### config.mk
export PLATFORM = sky130hd
export DESIGN_NAME = chip8_execute_unit
export DESIGN_NICKNAME = d
export VERILOG_FILES = /design/src/rtl/c8eu_pkg.sv /design/src/rtl/chip8_execute_unit.sv
export SDC_FILE = /design/constraint.sdc
export NUM_CORES = 1
export LEC_CHECK = 0
export BUFFER_PORTS_ARGS = -buffer_cell sky130_fd_sc_hd__buf_4
export CORE_MARGIN = 5
export CORE_UTILIZATION = 60
export CTS_CLUSTER_SIZE = 28
export DETAILED_ROUTE_END_ITERATION = 8
export HOLD_SLACK_MARGIN = 0.08
export PLACE_DENSITY = 0.78
export REMOVE_ABC_BUFFERS = 1
export SYNTH_ARGS = -nofsm -noshare
export SYNTH_HDL_FRONTEND = slang
export SYNTH_SLANG_ARGS = --single-unit
### constraint.sdc
create_clock -name clock -period 11 [get_ports clock]
set_input_delay 2.2 -clock clock [delete_from_list [all_inputs] [get_ports clock]]
set_output_delay 2.2 -clock clock [all_outputs]
set_load 0.02 [all_outputs]
### src/rtl/c8eu_pkg.sv
// Shared definitions for the CHIP-8 execute unit: operation codes and fixed constants.
// No dependencies; used by the execute unit and its port checker.

package c8eu_pkg;

   // Dense operation numbering of the decoded instruction stream.
   typedef enum logic [4:0] {
      MODE_NOP          = 5'd0,
      MODE_JUMP         = 5'd1,
      MODE_JUMP_V0      = 5'd2,
      MODE_CALL         = 5'd3,
      MODE_RET          = 5'd4,
      MODE_SKIP_EQ_IMM  = 5'd5,
      MODE_SKIP_EQ_REG  = 5'd6,
      MODE_SKIP_NE_IMM  = 5'd7,
      MODE_SKIP_NE_REG  = 5'd8,
      MODE_LOAD_IMM     = 5'd9,
      MODE_LOAD_REG     = 5'd10,
      MODE_LOAD_INDEX   = 5'd11,
      MODE_GET_DELAY    = 5'd12,
      MODE_SET_DELAY    = 5'd13,
      MODE_SET_SOUND    = 5'd14,
      MODE_ADD_IMM      = 5'd15,
      MODE_ADD_REG      = 5'd16,
      MODE_SUB          = 5'd17,
      MODE_SUBN         = 5'd18,
      MODE_OR           = 5'd19,
      MODE_AND          = 5'd20,
      MODE_XOR          = 5'd21,
      MODE_SHR          = 5'd22,
      MODE_SHL          = 5'd23,
      MODE_RAND         = 5'd24,
      MODE_ADD_INDEX    = 5'd25,
      MODE_BCD          = 5'd26
   } mode_type;

   localparam int          C8EU_STACK_DEPTH = 16;
   localparam logic [3:0]  C8EU_FLAG_REG    = 4'hF;
   localparam logic [15:0] C8EU_PC_STEP     = 16'd2;
   localparam logic [15:0] C8EU_PC_START    = 16'd512;
   localparam logic [7:0]  C8EU_HUNDRED     = 8'd100;
   localparam logic [7:0]  C8EU_TWO_HUNDRED = 8'd200;
   localparam logic [3:0]  C8EU_TEN         = 4'd10;
   // 205 / 2048 approximates 1/10 exactly for every value below 100.
   localparam logic [7:0]  C8EU_DIV10_MUL   = 8'd205;
   localparam int          C8EU_DIV10_SHIFT = 11;
   localparam logic [3:0]  C8EU_DIGIT_MAX   = 4'd9;

endpackage

### src/rtl/chip8_execute_unit.sv
// CHIP-8 execute unit: register file, pc, I, return stack and timers, one decoded op per beat.
// Depends on c8eu_pkg for operation codes and constants.
//
//  channel | ports            | direction | handshake
//  --------+------------------+-----------+---------------------------------------
//  request | req_*            | in        | req_valid / req_stall (stall driven here)
//  result  | rsp_*            | out       | rsp_valid / rsp_stall (stall driven by sink)
//  config  | csr_write_*      | in        | csr_write_enable, no wait, loads pc
//
// A beat is held in the input register and executes as it moves to the result register;
// a new beat is taken every cycle while the result side does not stall and no BCD store
// is under way. BCD store holds the execute stage for three result beats, all others one.
// Reset (synchronous) clears V0..VF, I, timers and stack depth and loads pc with 512.
// A stall on the result side backs up into req_stall without losing or repeating a beat.

module chip8_execute_unit
   import c8eu_pkg::*;
#(
   parameter int STACK_DEPTH = C8EU_STACK_DEPTH
) (
   input  logic        clock,
   input  logic        reset,

   input  logic        req_valid,
   output logic        req_stall,
   input  logic [4:0]  req_mode,
   input  logic [3:0]  req_reg_x,
   input  logic [3:0]  req_reg_y,
   input  logic [7:0]  req_immediate,
   input  logic [11:0] req_target_address,
   input  logic [7:0]  req_random_byte,

   output logic        rsp_valid,
   input  logic        rsp_stall,
   output logic [15:0] rsp_next_pc,
   output logic [15:0] rsp_index_value,
   output logic        rsp_write_valid,
   output logic [15:0] rsp_write_address,
   output logic [3:0]  rsp_write_data,
   output logic        rsp_stack_fault,
   output logic        rsp_last,

   input  logic        csr_write_enable,
   input  logic [11:0] csr_write_data
);

   localparam int AW = (STACK_DEPTH > 1) ? $clog2(STACK_DEPTH) : 1;
   localparam int DW = $clog2(STACK_DEPTH + 1);
   localparam logic [DW-1:0] DEPTH_MAX = DW'(STACK_DEPTH);
   localparam logic [DW-1:0] DEPTH_ONE = DW'(1);

   // Input register.
   logic        in_valid_ff, in_valid_in;
   logic [4:0]  in_mode_ff;
   logic [3:0]  in_x_ff, in_y_ff;
   logic [7:0]  in_imm_ff, in_rnd_ff;
   logic [11:0] in_addr_ff;
   logic [7:0]  vx_ff, vx_in, vy_ff, vy_in;

   // Architectural state.
   logic [7:0]  gpr_ff [16];
   logic [15:0] pc_ff, pc_in;
   logic [15:0] idx_ff, idx_in;
   logic [7:0]  dt_ff, dt_in, st_ff, st_in;
   logic [DW-1:0] depth_ff, depth_in;
   logic [15:0] stack_mem [STACK_DEPTH];
   logic [15:0] top_ff;

   // Result register and the pending BCD digits.
   logic        rsp_valid_ff, rsp_valid_in;
   logic [15:0] rsp_pc_ff, rsp_idx_ff, rsp_waddr_ff;
   logic        rsp_wvalid_ff, rsp_fault_ff, rsp_last_ff;
   logic [3:0]  rsp_wdata_ff;
   logic [1:0]  bcd_left_ff, bcd_left_in;
   logic [3:0]  bcd_tens_ff, bcd_ones_ff;
   logic [15:0] bcd_addr_ff;

   logic accept, out_free, exec_fire, bcd_fire;
   logic [3:0] x_next, y_next;

   // Execute results.
   logic [15:0] pc_new, idx_new, pc_step;
   logic [7:0]  dt_new, st_new, alu_val;
   logic        alu_we, flag_we, flag_val, fault, push, is_bcd;
   logic [DW-1:0] depth_new, depth_m1;
   logic [8:0]  sum9;
   logic [1:0]  hund;
   logic [6:0]  rem;
   logic [14:0] tens_prod;
   logic [3:0]  tens, ones;
   logic [7:0]  tens_x10;

   assign out_free  = !rsp_valid_ff || !rsp_stall;
   assign exec_fire = in_valid_ff && out_free && (bcd_left_ff == 2'd0);
   assign bcd_fire  = (bcd_left_ff != 2'd0) && out_free;
   assign req_stall = in_valid_ff && !exec_fire;
   assign accept    = req_valid && !req_stall;
   assign in_valid_in = accept || (in_valid_ff && !exec_fire);

   always_comb begin
      pc_step   = pc_ff + C8EU_PC_STEP;
      pc_new    = pc_step;
      idx_new   = idx_ff;
      dt_new    = dt_ff;
      st_new    = st_ff;
      depth_new = depth_ff;
      alu_val   = 8'h00;
      alu_we    = 1'b0;
      flag_we   = 1'b0;
      flag_val  = 1'b0;
      fault     = 1'b0;
      push      = 1'b0;
      is_bcd    = 1'b0;
      sum9      = {1'b0, vx_ff} + {1'b0, vy_ff};
      case (in_mode_ff)
         MODE_JUMP: begin
            pc_new = {4'h0, in_addr_ff};
         end
         MODE_JUMP_V0: begin
            pc_new = {8'h00, gpr_ff[0]} + {4'h0, in_addr_ff};
         end
         MODE_CALL: begin
            if (depth_ff >= DEPTH_MAX) begin
               fault = 1'b1;
            end else begin
               push      = 1'b1;
               depth_new = depth_ff + DEPTH_ONE;
               pc_new    = {4'h0, in_addr_ff};
            end
         end
         MODE_RET: begin
            if (depth_ff == '0) begin
               fault = 1'b1;
            end else begin
               depth_new = depth_ff - DEPTH_ONE;
               pc_new    = top_ff;
            end
         end
         MODE_SKIP_EQ_IMM: begin
            if (vx_ff == in_imm_ff) pc_new = pc_step + C8EU_PC_STEP;
         end
         MODE_SKIP_EQ_REG: begin
            if (vx_ff == vy_ff) pc_new = pc_step + C8EU_PC_STEP;
         end
         MODE_SKIP_NE_IMM: begin
            if (vx_ff != in_imm_ff) pc_new = pc_step + C8EU_PC_STEP;
         end
         MODE_SKIP_NE_REG: begin
            if (vx_ff != vy_ff) pc_new = pc_step + C8EU_PC_STEP;
         end
         MODE_LOAD_IMM: begin
            alu_we  = 1'b1;
            alu_val = in_imm_ff;
         end
         MODE_LOAD_REG: begin
            alu_we  = 1'b1;
            alu_val = vy_ff;
         end
         MODE_LOAD_INDEX: begin
            idx_new = {4'h0, in_addr_ff};
         end
         MODE_GET_DELAY: begin
            alu_we  = 1'b1;
            alu_val = dt_ff;
         end
         MODE_SET_DELAY: begin
            dt_new = vx_ff;
         end
         MODE_SET_SOUND: begin
            st_new = vx_ff;
         end
         MODE_ADD_IMM: begin
            alu_we  = 1'b1;
            alu_val = vx_ff + in_imm_ff;
         end
         MODE_ADD_REG: begin
            alu_we   = 1'b1;
            alu_val  = sum9[7:0];
            flag_we  = 1'b1;
            flag_val = sum9[8];
         end
         MODE_SUB: begin
            alu_we   = 1'b1;
            alu_val  = vx_ff - vy_ff;
            flag_we  = 1'b1;
            flag_val = (vx_ff >= vy_ff);
         end
         MODE_SUBN: begin
            alu_we   = 1'b1;
            alu_val  = vy_ff - vx_ff;
            flag_we  = 1'b1;
            flag_val = (vy_ff >= vx_ff);
         end
         MODE_OR: begin
            alu_we  = 1'b1;
            alu_val = vx_ff | vy_ff;
         end
         MODE_AND: begin
            alu_we  = 1'b1;
            alu_val = vx_ff & vy_ff;
         end
         MODE_XOR: begin
            alu_we  = 1'b1;
            alu_val = vx_ff ^ vy_ff;
         end
         MODE_SHR: begin
            alu_we   = 1'b1;
            alu_val  = {1'b0, vx_ff[7:1]};
            flag_we  = 1'b1;
            flag_val = vx_ff[0];
         end
         MODE_SHL: begin
            alu_we   = 1'b1;
            alu_val  = {vx_ff[6:0], 1'b0};
            flag_we  = 1'b1;
            flag_val = vx_ff[7];
         end
         MODE_RAND: begin
            alu_we  = 1'b1;
            alu_val = in_rnd_ff & in_imm_ff;
         end
         MODE_ADD_INDEX: begin
            idx_new = idx_ff + {8'h00, vx_ff};
         end
         MODE_BCD: begin
            is_bcd = 1'b1;
         end
         default: begin
         end
      endcase
   end

   // Decimal digits of Vx: compare for hundreds, reciprocal multiply for tens.
   always_comb begin
      if (vx_ff >= C8EU_TWO_HUNDRED) begin
         hund = 2'd2;
         rem  = 7'(vx_ff - C8EU_TWO_HUNDRED);
      end else if (vx_ff >= C8EU_HUNDRED) begin
         hund = 2'd1;
         rem  = 7'(vx_ff - C8EU_HUNDRED);
      end else begin
         hund = 2'd0;
         rem  = vx_ff[6:0];
      end
      tens_prod = {8'h00, rem} * {7'h00, C8EU_DIV10_MUL};
      tens      = 4'(tens_prod >> C8EU_DIV10_SHIFT);
      tens_x10  = {4'h0, tens} * {4'h0, C8EU_TEN};
      ones      = 4'({1'b0, rem} - tens_x10);
   end

   // Operand registers track the register file, including this cycle's write-back.
   assign x_next = accept ? req_reg_x : in_x_ff;
   assign y_next = accept ? req_reg_y : in_y_ff;

   always_comb begin
      vx_in = gpr_ff[x_next];
      if (exec_fire && alu_we && (x_next == in_x_ff)) vx_in = alu_val;
      if (exec_fire && flag_we && (x_next == C8EU_FLAG_REG)) vx_in = {7'h00, flag_val};
      vy_in = gpr_ff[y_next];
      if (exec_fire && alu_we && (y_next == in_x_ff)) vy_in = alu_val;
      if (exec_fire && flag_we && (y_next == C8EU_FLAG_REG)) vy_in = {7'h00, flag_val};
   end

   always_comb begin
      if (csr_write_enable) begin
         pc_in = {4'h0, csr_write_data};
      end else if (exec_fire) begin
         pc_in = pc_new;
      end else begin
         pc_in = pc_ff;
      end
      idx_in   = exec_fire ? idx_new : idx_ff;
      dt_in    = exec_fire ? dt_new : dt_ff;
      st_in    = exec_fire ? st_new : st_ff;
      depth_in = exec_fire ? depth_new : depth_ff;
   end

   // The top of stack is kept in a register, refilled from the stack memory.
   assign depth_m1 = depth_in - DEPTH_ONE;

   always_ff @(posedge clock) begin
      if (exec_fire && push) begin
         stack_mem[depth_ff[AW-1:0]] <= pc_step;
         top_ff <= pc_step;
      end else if (depth_in != '0) begin
         top_ff <= stack_mem[depth_m1[AW-1:0]];
      end
   end

   always_ff @(posedge clock) begin
      if (reset) begin
         in_valid_ff <= 1'b0;
         pc_ff       <= C8EU_PC_START;
         idx_ff      <= 16'h0000;
         dt_ff       <= 8'h00;
         st_ff       <= 8'h00;
         depth_ff    <= '0;
         for (int i = 0; i < 16; i++) begin
            gpr_ff[i] <= 8'h00;
         end
      end else begin
         in_valid_ff <= in_valid_in;
         pc_ff       <= pc_in;
         idx_ff      <= idx_in;
         dt_ff       <= dt_in;
         st_ff       <= st_in;
         depth_ff    <= depth_in;
         if (exec_fire && alu_we) gpr_ff[in_x_ff] <= alu_val;
         // The flag lands after the result, so it wins when x is VF.
         if (exec_fire && flag_we) gpr_ff[C8EU_FLAG_REG] <= {7'h00, flag_val};
      end
   end

   always_ff @(posedge clock) begin
      if (accept) begin
         in_mode_ff <= req_mode;
         in_x_ff    <= req_reg_x;
         in_y_ff    <= req_reg_y;
         in_imm_ff  <= req_immediate;
         in_addr_ff <= req_target_address;
         in_rnd_ff  <= req_random_byte;
      end
      vx_ff <= vx_in;
      vy_ff <= vy_in;
   end

   // Result register and the BCD beat sequencer.
   assign rsp_valid_in = exec_fire || bcd_fire || (rsp_valid_ff && rsp_stall);

   always_comb begin
      bcd_left_in = bcd_left_ff;
      if (exec_fire && is_bcd) begin
         bcd_left_in = 2'd2;
      end else if (bcd_fire) begin
         bcd_left_in = bcd_left_ff - 2'd1;
      end
   end

   always_ff @(posedge clock) begin
      if (reset) begin
         rsp_valid_ff <= 1'b0;
         bcd_left_ff  <= 2'd0;
      end else begin
         rsp_valid_ff <= rsp_valid_in;
         bcd_left_ff  <= bcd_left_in;
      end
   end

   always_ff @(posedge clock) begin
      if (exec_fire) begin
         rsp_pc_ff     <= pc_new;
         rsp_idx_ff    <= idx_new;
         rsp_fault_ff  <= fault;
         rsp_wvalid_ff <= is_bcd;
         rsp_waddr_ff  <= is_bcd ? idx_ff : 16'h0000;
         rsp_wdata_ff  <= is_bcd ? {2'b00, hund} : 4'h0;
         rsp_last_ff   <= !is_bcd;
         bcd_tens_ff   <= tens;
         bcd_ones_ff   <= ones;
         bcd_addr_ff   <= idx_ff + 16'd1;
      end else if (bcd_fire) begin
         rsp_waddr_ff <= bcd_addr_ff;
         bcd_addr_ff  <= bcd_addr_ff + 16'd1;
         if (bcd_left_ff == 2'd2) begin
            rsp_wdata_ff <= bcd_tens_ff;
            rsp_last_ff  <= 1'b0;
         end else begin
            rsp_wdata_ff <= bcd_ones_ff;
            rsp_last_ff  <= 1'b1;
         end
      end
   end

   assign rsp_valid         = rsp_valid_ff;
   assign rsp_next_pc       = rsp_pc_ff;
   assign rsp_index_value   = rsp_idx_ff;
   assign rsp_write_valid   = rsp_wvalid_ff;
   assign rsp_write_address = rsp_waddr_ff;
   assign rsp_write_data    = rsp_wdata_ff;
   assign rsp_stack_fault   = rsp_fault_ff;
   assign rsp_last          = rsp_last_ff;

endmodule

# == Word level (Yosys, flattened, before mapping) ==
# Memories as Yosys holds them, arrays and structs flattened. A register that Yosys moved wholly into a read port is not among the register bits.
# Cells that the tools add are included.
# word_totals
ff_bits,185
ramBits,384
memories,2
inputBits,58
wordCells,197
# memory_table
name,words,word_bits,rd,rd_clocked_by_memory_dff,wr,line,text
stack_mem,16,16,1,1,1,chip8_execute_unit.sv:66,logic [15:0] stack_mem [STACK_DEPTH];
gpr_ff,16,8,3,0,16,chip8_execute_unit.sv:61,logic [7:0] gpr_ff [16];
# op_classes
n_eq_ne,35
n_lt_le_gt_ge,5
n_addsub,17
n_reduce_logical,37
mul,2
n_bitwise,8
mux,62
# op_table
operator,n
$mux W16,11
$pmux W16 S8,1
$pmux W8 S13,1
$eq A5 B5 Y1 const B,11
$eq A5 B4 Y1 const B,7
$add A16 B1 Y16 const B,2
$add A16 B2 Y16 const B,2
$mux W8,4
$pmux W16 S2,1
$mux W1,24
$mux W12,2
$mux W4,6
$eq A5 B3 Y1 const B,4
$add A16 B8 Y16,1
$and A8 B8 Y8,2
$eq A8 B8 Y1,2
$ge A8 B8 Y1,2
$ne A8 B8 Y1,2
$sub A8 B8 Y8,2
$mul A7 B8 Y15 const B,1
$mux W5,3
$logic_and A1 B1 Y1,14
$mux W7,2
$sub A7 B7 Y7 const B,2
37 further kinds,57

# == Logic depth before layout (Yosys ltp) ==
# depth
word_depth,13
ltp_mapped,27

# == Least setup slack after synthesis ==
# OpenSTA, ideal clock, no wires.
# synth_timing
kind,flip-flop to flip-flop
startpoint,register vx_ff[3]
endpoint,"register bcd_ones_ff[3], data pin"
setup_ns,0.261
slack_ns,5.121
arrival_time_ns,5.618
n_path_buf,0
path_stages_with_launch,27
required_ns,10.739
period_less_slack_ns,5.879
path_cell_list,dfxtp_1 > inv_1 > ha_1 > nor3b_1 > o211a_1 > or2_2 > nand2_1 > xnor2_1 > nand2_1 > o21ai_1 > ha_1 > ha_1 > fa_1 > inv_1 > fa_1 > inv_1 > ha_1 > a21oi_1 > nor2_1 > a211oi_1 > xnor2_1 > ha_1 > inv_1 > fa_1 > xor2_1 > xnor2_1 > xnor2_1
# synth_between
elab_chain_len,6
elab_cells_between_ends,9
# synth_rtl
item,line,text
start: declaration,chip8_execute_unit.sv:58,"logic [7:0] vx_ff, vx_in, vy_ff, vy_in;"
start signal: assignment,chip8_execute_unit.sv:323,vx_ff <= vx_in;
$sub A7 B7 Y7 / $ge A8 B7 Y1 (equally long branches),"chip8_execute_unit.sv:240, chip8_execute_unit.sv:238",
$mux W7,chip8_execute_unit.sv:238,end else if (vx_ff >= C8EU_HUNDRED) begin
$mux W7 *,chip8_execute_unit.sv:235,if (vx_ff >= C8EU_TWO_HUNDRED) begin
$mul A7 B8 Y15 *,chip8_execute_unit.sv:245,"tens_prod = {8'h00, rem} * {7'h00, C8EU_DIV10_MUL};"
named net tens_prod[11],chip8_execute_unit.sv:89,logic [14:0] tens_prod;
$mul A4 B3 Y3 *,chip8_execute_unit.sv:247,"tens_x10 = {4'h0, tens} * {4'h0, C8EU_TEN};"
$sub A4 B4 Y4 *,chip8_execute_unit.sv:248,"ones = 4'({1'b0, rem} - tens_x10);"
named net ones[3],chip8_execute_unit.sv:90,"logic [3:0] tens, ones;"
end signal: assignment,chip8_execute_unit.sv:359,bcd_ones_ff <= ones;
end: declaration,chip8_execute_unit.sv:75,"logic [3:0] bcd_tens_ff, bcd_ones_ff;"
# Mark *: on every way through the listed nets, which the timed path passes. The rest lies on a longest branch.
# A chain may end at the register's enable or synchronous reset.

# == Final worst setup path ==
# Ends and elaborated chain as after synthesis.

==> flow_summary.ini <==
[critical_path]
path_class = flop to flop
cp-start-kind = flop
r2r_cells = 26
cp_data_required_time_ns = 11.39
worstSetupEndpointType = flop
rr_endpoint = bcd_ones_ff[3]
worstPathArrival_ns = 7.22
r2r-start = vx_ff[3]
r2r_slack_ns = 4.17
crit_fanout = 11

[yosys]
synth_area_per_cell_um2 = 12.0
synth_edf_count = 512
netlist_instances = 2568
yosysMostFrequentCell = edfxtp_1
synthDistinctLibCells = 91
synthSimpleGateAreaFrac = 0.112
synth.yosys.seq_area_share = 0.548
syn_area_mm2 = 0.0307
yosys.area_share.adder = 0.0525
synth-seq-cells = 585
synthFlopType = edfxtp_1
synth_top_family_by_area = multiplexers
async_reset_ff_frac = 0
synthTopCellsByArea = edfxtp_1 (50%), mux2i_1 (11%), dfxtp_1 (4.8%), ha_1 (4.3%), nor2_1 (3.2%)
synthXorXnorAreaFrac = 0.0267
synth_top_area_share = 0.500
ys.warnings.count = 0
synth_compound_area_frac = 0.0956
muxShareOfSynthArea = 0.136
synth_commonest_cells = edfxtp_1 (512), mux2i_1 (338), nor2_1 (263)
synth_top_cell_by_area = edfxtp_1

[power_and_ir_drop]
p_leak_nw = 13.9
vdd_ir_drop_max_mv = 1.04
power_density_mw_per_mm2 = 271
p_total_w = 0.00934

[sta]
skew_ns = 0.0420
hold_viol = 0
slew_violations = 0
post-route-min-period_ns = 6.83
period_share = 0.621
rsz0062_at_grt = no
whs_ns = 0.499
fmax_mhz = 146
worstMarginPinSlew_ns = 1.31
max_slew_margin = 0.123
setup_viol = 0

[hold_path]
hold_depth = 2
hold_path.class = flop to flop
min_to = dt_ff[6]
hp-start = dt_ff[6]

[final_layout]
multi_input_area_mm2 = 0.0131
nets = 2832
num-fill-cells = 3701
syn2layout_area_growth_pct = 11.9
register_area_mm2 = 0.0168
diodes = 0
utilization = 0.675
drive_gt1_frac = 0.134

[detailed_routing]
vias = 21900
avgViaCountPerCell = 6.47
dr.pass1.iters = 9
drc = 0
wire_per_inst_um = 24.8
wl_mm = 84.0
drt_iter0_markers = 2746
ant_nets = 0

[global_routing]
grt_max_degree = 83
antenna_found_initial = 0
grt_pass1_vias = 21500
grt_pass1_wl_mm = 127
track_usage = 0.290
grt_overflow_total = 0

[clock_network]
clock_path_buffers = 3
cts_hold_buf = 0
postCtsSetupBuffers = 0
cts_sinks = 585
post_cts_resized = 0
cts_buffers = 60
cts_root_buffer = clkbuf_16
clock_latency_ns = 0.66
cts_tree = yes
path_clk_slew_ns = 0.06
htree_num_levels = 2

[die]
core_mm2 = 0.0510
die_h_um = 236
fp-row-count = 83
die_area_mm2 = 0.0559
io_pins = 115
start_util = 0.603
fp.dieW_um = 236

[placed_design]
numPortBuffers = 114
hpwl_mm = 56.3
globalplace.congestion = 0.966

[job]
maxCapViolCount = 0

[run_status]
status = finished clean
[power by group]
group          total [W]  internal (W)  switching, W  leakage (nW)
Clock            0.00207       0.00118      0.000889         0.988
Combinational    0.00421       0.00174       0.00247          7.39
Sequential       0.00306       0.00284      0.000221          5.49
Total            0.00934       0.00576       0.00358          13.9
[cells in the final DEF, fill, tap and decap left out, drive strengths merged, types with 56 or more instances in the layout]
cell type  count
edfxtp       512
nand2        229
dfxtp         73
nor2         264
a21oi        100
clkbuf        71
buf          165
o21ai         56
ha           105
nand3         72
xnor2         57
inv           86
mux2i        339
[layout make-up]
cell class                      instances  area share
Multi-Input combinational cell       1758       0.382
Sequential cell                       585       0.489
Tap cell                              680      0.0247
Clock buffer                           71      0.0463
Timing Repair Buffer                  165      0.0360
Inverter                               84     0.00920
Clock inverter                         41      0.0128
[metrics by stage]
stage	instances	setup WS [ns]	area, µm²	setup TNS [ns]
3_3_place_gp	3272	3.97	32400	0
4_1_cts	3384	4.18	34400	0
2_1_floorplan	2427	-4.19	30100	-101.75
6_report	3384	4.17	34400	0
3_5_place_dp	3272	3.88	32400	0
5_1_grt	3384	3.68	34400	0
[critical path: stages, from the launching register on]
cell and delay, ns:
dfxtp_1 0.67, inv_1 0.32, ha_1 0.26, nor3b_1 0.14
o211a_1 0.26, or2_2 0.29, nand2_1 0.08, xnor2_1 0.12
nand2_1 0.07, o21ai_1 0.34, ha_1 0.35, ha_1 0.32
fa_1 0.51, inv_1 0.05, fa_1 0.47, inv_1 0.04
ha_1 0.27, a21oi_1 0.13, nor2_1 0.07, a211oi_1 0.45
xnor2_1 0.24, ha_1 0.20, inv_1 0.05, fa_1 0.39
xor2_1 0.18, xnor2_1 0.16, xnor2_1 0.13
[worst max path at each step]
stage | slack [ns] | to | depth (start not counted) | from
after global placement | 3.97 | top_ff[13] | 13 | rsp_stall
after floorplan | -4.19 | top_ff[0] | 9 | rsp_stall
after CTS | 4.18 | bcd_ones_ff[3] | 25 | vx_ff[3]
after detailed placement | 3.88 | top_ff[13] | 13 | rsp_stall
after global routing | 3.68 | bcd_ones_ff[3] | 27 | vx_ff[3]
final | 4.17 | bcd_ones_ff[3] | 26 | vx_ff[3]
[flip-flops by register name (all words and copies together) (netlist names), 12 cells and up]
signal / flops
bcd_addr_ff: 16
gpr_ff: 128
idx_ff: 16
in_addr_ff: 12
pc_ff: 16
rsp_index_value: 16
rsp_next_pc: 16
rsp_write_address: 16
stack_mem: 256
top_ff: 16
[kinds of logic after synthesis]
| logic type | Yosys count |
|---|---|
| xor+xnor | 89 |
| fa+ha+maj | 120 |
| mux | 388 |
| buf+inv | 225 |
| compound gates | 416 |
| flops | 585 |
| simple gates | 745 |
[routing by layer]
| metal | up-vias | global-route usage | share of wire |
|---|---|---|---|
| met5 | - | 0 | 0 |
| met4 | 0 | 0.109 | 0.041 |
| met3 | 227 | 0.0532 | 0.090 |
| met2 | 1197 | 0.476 | 0.48 |
| met1 | 10700 | 0.390 | 0.39 |
| li1 | 9765 | - | - |
(Power assumes the default switching activity.)
